==> config.mk <==
export PLATFORM = sky130hd
export DESIGN_NAME = linear_interp_stereo_resampler
export DESIGN_NICKNAME = d
export VERILOG_FILES = /design/src/sv/lisr_pkg.sv /design/src/sv/linear_interp_stereo_resampler.sv
export SDC_FILE = /design/constraint.sdc
export NUM_CORES = 2
export LEC_CHECK = 0
export ABC_AREA = 1
export ABC_CLOCK_PERIOD_IN_PS = 18350
export BUFFER_PORTS_ARGS = -buffer_cell sky130_fd_sc_hd__buf_4
export CORE_MARGIN = 3
export CORE_UTILIZATION = 45
export DETAILED_ROUTE_END_ITERATION = 6
export GPL_TIMING_DRIVEN = 0
export HOLD_SLACK_MARGIN = 0.06
export PLACE_DENSITY = 0.71
export SYNTH_ARGS = -nofsm -noshare
export SYNTH_HDL_FRONTEND = slang
export SYNTH_SLANG_ARGS = --single-unit
export TNS_END_PERCENT = 30
==> constraint.sdc <==
create_clock -name clk_i -period 18.35 [get_ports clk_i]
set_clock_uncertainty 0.05 [all_clocks]
set_input_delay 1.835 -clock clk_i [delete_from_list [all_inputs] [get_ports clk_i]]
set_output_delay 1.835 -clock clk_i [all_outputs]
set_load 0.1 [all_outputs]
==> src/sv/lisr_pkg.sv <==
`timescale 1ns / 1ps
// Package for the linear interpolation stereo resampler.
// Holds widths, register indexes, step limits and the request structs.
// No dependencies.
package lisr_pkg;

  localparam int SAMPLE_BITS = 24;
  localparam int FRAC_BITS   = 16;

  localparam int STEP_W    = 21;
  localparam int LIMIT_W   = 24;
  localparam int SRC_W     = 32;
  localparam int PHASE_W   = 48;
  localparam int CFG_IDX_W = 1;
  localparam int CFG_W     = 24;
  localparam int MAX_RES   = 16;
  localparam int RUN_W     = $clog2(MAX_RES);

  localparam int DIFF_W = SAMPLE_BITS + 1;
  localparam int PROD_W = SAMPLE_BITS + FRAC_BITS + 2;

  localparam logic [STEP_W-1:0] STEP_MIN   = STEP_W'(1 << (FRAC_BITS - 4));
  localparam logic [STEP_W-1:0] STEP_MAX   = STEP_W'(16 << FRAC_BITS);
  localparam logic [STEP_W-1:0] STEP_RESET = STEP_W'(60211);

  localparam logic [CFG_IDX_W-1:0] REG_STEP      = CFG_IDX_W'(0);
  localparam logic [CFG_IDX_W-1:0] REG_OUT_LIMIT = CFG_IDX_W'(1);

  typedef struct packed {
    logic signed [SAMPLE_BITS-1:0] left_in;
    logic signed [SAMPLE_BITS-1:0] right_in;
    logic                          first;
  } in_req_t;

  typedef struct packed {
    logic signed [SAMPLE_BITS-1:0] left_out;
    logic signed [SAMPLE_BITS-1:0] right_out;
    logic        [LIMIT_W-1:0]     out_index;
    logic                          last_of_run;
  } out_req_t;

endpackage

==> src/sv/linear_interp_stereo_resampler.sv <==
`timescale 1ns / 1ps
// Linear interpolation stereo resampler, top level; depends on lisr_pkg.
// A restart frame only loads the part state; any other frame goes through a check
// state, then for each output it causes (at most 16) through the states below,
// waiting in present while the output side stalls. A frame is taken only when idle;
// the one shared multiplier and rounding adder are each used for left then right.
// Reset (rst_ni low, async): idle, no part running, step = 60211, out_limit = 0.
module linear_interp_stereo_resampler (
  input  logic                              clk_i,
  input  logic                              rst_ni,
  // config write port
  input  logic                              cfg_we_i,
  input  logic [lisr_pkg::CFG_IDX_W-1:0]    cfg_idx_i,
  input  logic [lisr_pkg::CFG_W-1:0]        cfg_wdata_i,
  // source frame requests
  input  logic                              in_valid_i,
  output logic                              in_stall_o,
  input  lisr_pkg::in_req_t                 in_req_i,
  // interpolated frame requests
  output logic                              out_valid_o,
  input  logic                              out_stall_i,
  output lisr_pkg::out_req_t                out_req_o
);

  // One-hot sequencer. Per output: multiply left, round/add left,
  // multiply right, round/add right, present.
  typedef enum logic [6:0] {
    S_IDLE  = 7'b0000001,
    S_CHECK = 7'b0000010,
    S_MUL_L = 7'b0000100,
    S_ADD_L = 7'b0001000,
    S_MUL_R = 7'b0010000,
    S_ADD_R = 7'b0100000,
    S_OUT   = 7'b1000000
  } state_e;

  state_e state_q, state_d;

  // config registers
  logic [lisr_pkg::STEP_W-1:0]  step_q;
  logic [lisr_pkg::LIMIT_W-1:0] out_limit_q;

  // part state
  logic signed [lisr_pkg::SAMPLE_BITS-1:0] prev_l_q, prev_r_q;
  logic                                    have_frame_q;
  logic [lisr_pkg::SRC_W-1:0]              src_index_q;
  logic [lisr_pkg::LIMIT_W-1:0]            out_count_q;
  logic [lisr_pkg::PHASE_W-1:0]            phase_q;

  // current frame work registers
  logic signed [lisr_pkg::SAMPLE_BITS-1:0] new_l_q, new_r_q;
  logic signed [lisr_pkg::DIFF_W-1:0]      diff_l_q, diff_r_q;
  logic signed [lisr_pkg::PROD_W-1:0]      prod_q;
  logic signed [lisr_pkg::SAMPLE_BITS-1:0] res_l_q;
  logic [lisr_pkg::RUN_W-1:0]              run_q;

  logic                                    out_valid_q;
  lisr_pkg::out_req_t                      out_req_q;

  // ---------------------------------------------------------------------
  // Handshakes
  // ---------------------------------------------------------------------
  logic in_acc, out_acc, restart;
  assign in_acc  = in_valid_i && (state_q == S_IDLE);
  assign out_acc = out_valid_q && !out_stall_i;
  // a frame with no part running restarts the part like a first frame
  assign restart = in_req_i.first || !have_frame_q;

  assign in_stall_o  = (state_q != S_IDLE);
  assign out_valid_o = out_valid_q;
  assign out_req_o   = out_req_q;

  // ---------------------------------------------------------------------
  // Step clamp, keeps one source frame to at most 16 outputs
  // ---------------------------------------------------------------------
  logic [lisr_pkg::STEP_W-1:0] step_sat;
  always_comb begin
    if (step_q < lisr_pkg::STEP_MIN) begin
      step_sat = lisr_pkg::STEP_MIN;
    end else if (step_q > lisr_pkg::STEP_MAX) begin
      step_sat = lisr_pkg::STEP_MAX;
    end else begin
      step_sat = step_q;
    end
  end

  // ---------------------------------------------------------------------
  // Emit condition: now (first output of a frame) and after this output
  // ---------------------------------------------------------------------
  logic [lisr_pkg::PHASE_W-1:0] phase_nx, ph_whole, ph_whole_nx;
  logic [lisr_pkg::LIMIT_W:0]   count_nx;
  logic                         emit_now, emit_next;

  assign phase_nx    = phase_q + lisr_pkg::PHASE_W'(step_sat);
  assign ph_whole    = phase_q >> lisr_pkg::FRAC_BITS;
  assign ph_whole_nx = phase_nx >> lisr_pkg::FRAC_BITS;
  assign count_nx    = {1'b0, out_count_q} + 1'b1;

  assign emit_now  = (out_count_q < out_limit_q) &&
                     (ph_whole[lisr_pkg::SRC_W-1:0] == src_index_q);
  assign emit_next = (run_q != {lisr_pkg::RUN_W{1'b1}}) &&
                     (count_nx < {1'b0, out_limit_q}) &&
                     (ph_whole_nx[lisr_pkg::SRC_W-1:0] == src_index_q);

  // ---------------------------------------------------------------------
  // Shared multiplier and round/add unit
  // ---------------------------------------------------------------------
  logic signed [lisr_pkg::DIFF_W-1:0]      mul_diff;
  logic signed [lisr_pkg::FRAC_BITS:0]     mul_frac;
  logic signed [lisr_pkg::PROD_W-1:0]      mul_prod;
  logic signed [lisr_pkg::PROD_W-1:0]      rnd_sum;
  logic signed [lisr_pkg::PROD_W-1:0]      rnd_shift;
  logic signed [lisr_pkg::SAMPLE_BITS-1:0] add_prev;
  logic signed [lisr_pkg::DIFF_W-1:0]      add_sum;
  logic signed [lisr_pkg::SAMPLE_BITS-1:0] lerp_res;

  assign mul_diff = (state_q == S_MUL_L) ? diff_l_q : diff_r_q;
  assign mul_frac = $signed({1'b0, phase_q[lisr_pkg::FRAC_BITS-1:0]});
  assign mul_prod = lisr_pkg::PROD_W'(mul_diff * mul_frac);

  // round to nearest, ties up: floor((p + half) / 2^FRAC)
  assign rnd_sum   = prod_q + lisr_pkg::PROD_W'(1 << (lisr_pkg::FRAC_BITS - 1));
  assign rnd_shift = rnd_sum >>> lisr_pkg::FRAC_BITS;
  assign add_prev  = (state_q == S_ADD_L) ? prev_l_q : prev_r_q;
  assign add_sum   = lisr_pkg::DIFF_W'(add_prev) + rnd_shift[lisr_pkg::DIFF_W-1:0];
  // result lies between prev and new, so truncation is exact
  assign lerp_res  = add_sum[lisr_pkg::SAMPLE_BITS-1:0];

  // ---------------------------------------------------------------------
  // Sequencer
  // ---------------------------------------------------------------------
  always_comb begin
    state_d = state_q;
    case (state_q)
      S_IDLE: begin
        if (in_acc && !restart) begin
          state_d = S_CHECK;
        end
      end
      S_CHECK: state_d = emit_now ? S_MUL_L : S_IDLE;
      S_MUL_L: state_d = S_ADD_L;
      S_ADD_L: state_d = S_MUL_R;
      S_MUL_R: state_d = S_ADD_R;
      S_ADD_R: state_d = S_OUT;
      S_OUT: begin
        if (out_acc) begin
          state_d = out_req_q.last_of_run ? S_IDLE : S_MUL_L;
        end
      end
      default: state_d = S_IDLE;
    endcase
  end

  always_ff @(posedge clk_i or negedge rst_ni) begin
    if (!rst_ni) begin
      state_q      <= S_IDLE;
      step_q       <= lisr_pkg::STEP_RESET;
      out_limit_q  <= '0;
      prev_l_q     <= '0;
      prev_r_q     <= '0;
      have_frame_q <= 1'b0;
      src_index_q  <= '0;
      out_count_q  <= '0;
      phase_q      <= '0;
      run_q        <= '0;
      out_valid_q  <= 1'b0;
    end else begin
      state_q <= state_d;

      if (cfg_we_i) begin
        if (cfg_idx_i == lisr_pkg::REG_STEP) begin
          step_q <= cfg_wdata_i[lisr_pkg::STEP_W-1:0];
        end else if (cfg_idx_i == lisr_pkg::REG_OUT_LIMIT) begin
          out_limit_q <= cfg_wdata_i[lisr_pkg::LIMIT_W-1:0];
        end
      end

      if (in_acc) begin
        run_q <= '0;
        if (restart) begin
          prev_l_q     <= in_req_i.left_in;
          prev_r_q     <= in_req_i.right_in;
          have_frame_q <= 1'b1;
          src_index_q  <= '0;
          out_count_q  <= '0;
          phase_q      <= '0;
        end
      end

      // frame done without output
      if (state_q == S_CHECK && !emit_now) begin
        prev_l_q    <= new_l_q;
        prev_r_q    <= new_r_q;
        src_index_q <= src_index_q + 1'b1;
      end

      if (state_q == S_ADD_R) begin
        out_valid_q <= 1'b1;
      end

      if (state_q == S_OUT && out_acc) begin
        out_valid_q <= 1'b0;
        out_count_q <= count_nx[lisr_pkg::LIMIT_W-1:0];
        phase_q     <= phase_nx;
        run_q       <= run_q + 1'b1;
        if (out_req_q.last_of_run) begin
          prev_l_q    <= new_l_q;
          prev_r_q    <= new_r_q;
          src_index_q <= src_index_q + 1'b1;
        end
      end
    end
  end

  // payload registers, no reset
  always_ff @(posedge clk_i) begin
    if (in_acc) begin
      new_l_q  <= in_req_i.left_in;
      new_r_q  <= in_req_i.right_in;
      diff_l_q <= lisr_pkg::DIFF_W'(in_req_i.left_in) - lisr_pkg::DIFF_W'(prev_l_q);
      diff_r_q <= lisr_pkg::DIFF_W'(in_req_i.right_in) - lisr_pkg::DIFF_W'(prev_r_q);
    end
    if (state_q == S_MUL_L || state_q == S_MUL_R) begin
      prod_q <= mul_prod;
    end
    if (state_q == S_ADD_L) begin
      res_l_q <= lerp_res;
    end
    if (state_q == S_ADD_R) begin
      out_req_q.left_out    <= res_l_q;
      out_req_q.right_out   <= lerp_res;
      out_req_q.out_index   <= out_count_q;
      out_req_q.last_of_run <= !emit_next;
    end
  end

  // ---------------------------------------------------------------------
  // Assertions
  // ---------------------------------------------------------------------
  a_out_blocks_in: assert property (@(posedge clk_i) disable iff (!rst_ni)
    out_valid_o |-> in_stall_o)
    else $error("input taken while a result is pending");

  a_out_needs_part: assert property (@(posedge clk_i) disable iff (!rst_ni)
    out_valid_o |-> have_frame_q)
    else $error("result with no part running");

  a_last_frees_in: assert property (@(posedge clk_i) disable iff (!rst_ni)
    (out_valid_o && !out_stall_i && out_req_o.last_of_run) |=> !in_stall_o)
    else $error("block not ready after final result of a frame");

  a_more_continues: assert property (@(posedge clk_i) disable iff (!rst_ni)
    (out_valid_o && !out_stall_i && !out_req_o.last_of_run) |=> (state_q == S_MUL_L))
    else $error("run stopped before its final result");

endmodule
==> results by group <==
Outcome
  • Status: finished clean

Floorplan
  • Starting Density: 0.457
  • Die Ht: 304 µm
  • Horiz. Die Dim: 304 µm
  • IO Pins: 154
  • CORE AREA: 87300 µm²
  • Row count: 108
  • Die area: 92300 µm²

STA
  • Max Transition Viols Final: 0
  • Final Hold Viols: 0
  • Achievable Freq: 111 MHz
  • Fin Hold WS: 0.360 ns
  • Final setup vio count: 0
  • Slew headroom: 0.0988
  • Worst-margin pin slew: 1.34 ns
  • Setup TNS: 0 ns
  • Min Tclk post-route: 9.04 ns
  • RSZ-0062 raised after global routing: no
  • Final worst path period share: 0.493

Setup path
  • Worst Reg2Reg Path Length in Cells: 29
  • Crit-path max FO: 10
  • R2R Setup Slk: 9.31 ns
  • Crit path DAT: 9.35 ns
  • FF-to-FF End: prod_q[38]
  • Worst path max stage delay: 0.85 ns
  • R2r startpoint: state_q[6]
  • Worst EP required: 18.65 ns
  • Type of destination of the critical path: flip-flop
  • CP max-delay cell: a211oi_1
  • Type of the worst setup path: reg -> reg
  • Startpoint Class: flip-flop

Placed design
  • I/O Buffers: 153
  • Inst Count DP: 6172
  • Post-DP Area: 42700 µm²
  • Final GP Congestion: 1.01
  • HPWL after DPL: 99200 µm

Pwr
  • Max VDD drop: 0.132 mV
  • Power per cell area: 93.0 nW/µm²
  • Leak: 21.9 nW
  • Overall power: 4.14 mW

Layout
  • Post-route cell area: 44500 µm²
  • # fillers: 8283
  • # diodes: 0
  • Area delta synth->final: 11.5%
  • Nets@finish: 5764
  • Layout cells sized above 1: 0.0799
  • Fin cells: 6260

Global routing
  • Vias in the first global route: 33.6k
  • Antenna violations before repair: 0
  • Overall routing resource usage: 0.264
  • First-pass GRT wire length: 190000 µm
  • GR Overflow Total: 0
  • Largest net degree at the start of global routing: 107

Synth
  • EDFF count, synth: 220
  • Mapped Avg Cell Area: 8.24 µm²
  • Prevailing post-synth register cell: edfxtp_1
  • Synth warn: 0
  • Area share of the leading cell type in the synthesized netlist: 0.191
  • Post-synthesis cell count: 4844
  • Netlist cell types: 70
  • Yosys reg bits: 430
  • Area leader, netlist: fa_1
  • Mapped Area: 39900 µm²
  • Most frequent cells after synthesis: nand2_1 (1100), inv_1 (999), nor2_1 (393)
  • Seq/Total Area, Yosys: 0.298
  • Most numerous cell in the Yosys netlist: nand2_1
  • Syn_nets: 5542
  • Synth area leaders: fa_1 (19%), edfxtp_1 (17%), dfrtp_1 (12%), nand2_1 (10%), inv_1 (9.4%)
  • Async SR Flop Fraction: 0.488

Job
  • Max-Cap Viols: 0

CTS
  • Cts hold-fix bufs: 0
  • PostCTS Resize Cnt: 0
  • Clock latency on the worst-skew pair: 0.63 ns
  • Worst-path clk slew: 0.06 ns
  • Post-CTS Setup Inserts: 0
  • Clock tree buffer depth: 3
  • Root Buffer: clkbuf_16
  • Total CTS buffers: 47
  • CTS tree: yes
  • Clock Sinks: 430
  • H-tree levels: 2

Hold path
  • Hold endpoint: out_req_o[56]
  • Class of the worst hold path: reg -> reg
  • Cell depth of the worst hold path: 0
  • Hold path start: res_l_q[7]

Route
  • Top sig layer: met4
  • Final wirelength: 121000 µm
  • Met3 WL: 10000 µm
  • Final ANT Viol Nets: 0
  • Drt drc: 0
  • Via/cell ratio: 5.31
  • Metal-1 WL: 49900 µm
  • Total iterations of the first detailed-routing run: 6
  • DR vias: 33.3k
  • Initial DRC Count: 2649
  • Routed met2 length: 56000 µm
  • WL/cell: 19.4 µm
## cell families after synthesis
family / synth area share
AO/OA/AOI/OAI: 0.0839
XOR/XNOR: 0.0432
adder cells (fa/ha/maj): 0.266
buffers and inverters: 0.111
flip-flops: 0.298
multiplexers: 0.000533
AND/OR/NAND/NOR: 0.198
## report_power, final
| part | switching, mW | total, mW | internal [mW] |
|---|---|---|---|
| Sequential | 0.0968 | 1.38 | 1.28 |
| Combinational | 1.16 | 1.68 | 0.521 |
| Clock | 0.414 | 1.07 | 0.660 |
| Total | 1.67 | 4.14 | 2.46 |
## area by class of cell
cell class	count	area (µm²)	share of cell area
Clock inverter	21	378	0.00850
Inverter	1010	3790	0.0852
Timing Repair Buffer	173	1380	0.0311
Multi-Input combinational cell	3266	23600	0.531
Sequential cell	430	11900	0.267
Buffer	138	621	0.0140
Tap cell	1155	1450	0.0325
Clock buffer	67	1360	0.0307
## critical path, delay by kind of cell (launching register included)
kind / cells / cell delay [ns]
buffers and inverters: 10 / 1.90
adder cells (fa/ha/maj): 7 / 3.46
AO/OA/AOI/OAI: 4 / 1.78
AND/OR/NAND/NOR: 7 / 1.00
flip-flops: 1 / 0.42
XOR/XNOR: 1 / 0.17
## layout by cell type, fill, tap and decap left out, types with 8 or more instances in the layout
master,synthesis,layout
edfxtp_1,220,220
clkbuf_1,80,91
o21ai_1,34,41
nor2_1,393,393
a21oi_1,179,179
dfrtp_1,199,199
nor2_2,9,9
buf_4,3,167
xnor2_1,60,60
nor4_1,18,17
nand3b_1,9,9
xor2_1,135,135
nand2_1,1100,1100
o21a_1,8,8
ha_1,238,238
nand3_1,158,158
o21ai_2,9,9
or2_2,32,32
buf_2,42,44
o2111ai_1,49,49
o21bai_1,14,14
clkbuf_16,0,49
a21o_1,9,9
fa_1,381,381
nor3_1,56,56
bufinv_16,0,10
nand3_2,10,10
nand4_1,59,59
o21ai_0,187,180
inv_1,999,999
dfstp_2,11,11
a31oi_1,12,12
o22ai_1,24,24
## per-stage QoR
step            util  worst slack [ns]
2_1_floorplan      -              9.60
6_report       0.510              9.31
3_5_place_dp   0.490              9.43
4_1_cts        0.510              9.41
3_3_place_gp   0.487              4.34
5_1_grt        0.510              8.81
## layer usage
metal	up-vias	GRT usage
met5	-	0
met4	0	0.107
met3	253	0.0560
met2	1303	0.428
met1	16100	0.345
li1	15600	-
## worst max-delay path by stage
| stage | start | end | slack [ns] | cells past startpoint |
|---|---|---|---|---|
| global route | state_q[6] | prod_q[38] | 8.81 | 29 |
| global placement | state_q[1] | out_valid_o | 4.34 | 5 |
| CTS | state_q[6] | prod_q[38] | 9.41 | 29 |
| detailed placement | state_q[6] | prod_q[38] | 9.43 | 29 |
| finish | state_q[6] | prod_q[38] | 9.31 | 29 |
| floorplan | state_q[1] | state_q[2] | 9.60 | 6 |
## sequential cells by signal, indices dropped and copies added, names as in the netlist, 25 cells and up
| register | flops |
|---|---|
| phase_q | 48 |
| src_index_q | 32 |
| out_req_o | 73 |
| diff_r_q | 25 |
| prod_q | 25 |
| diff_l_q | 25 |
Note: power is estimated with default switching activity, not from simulation.
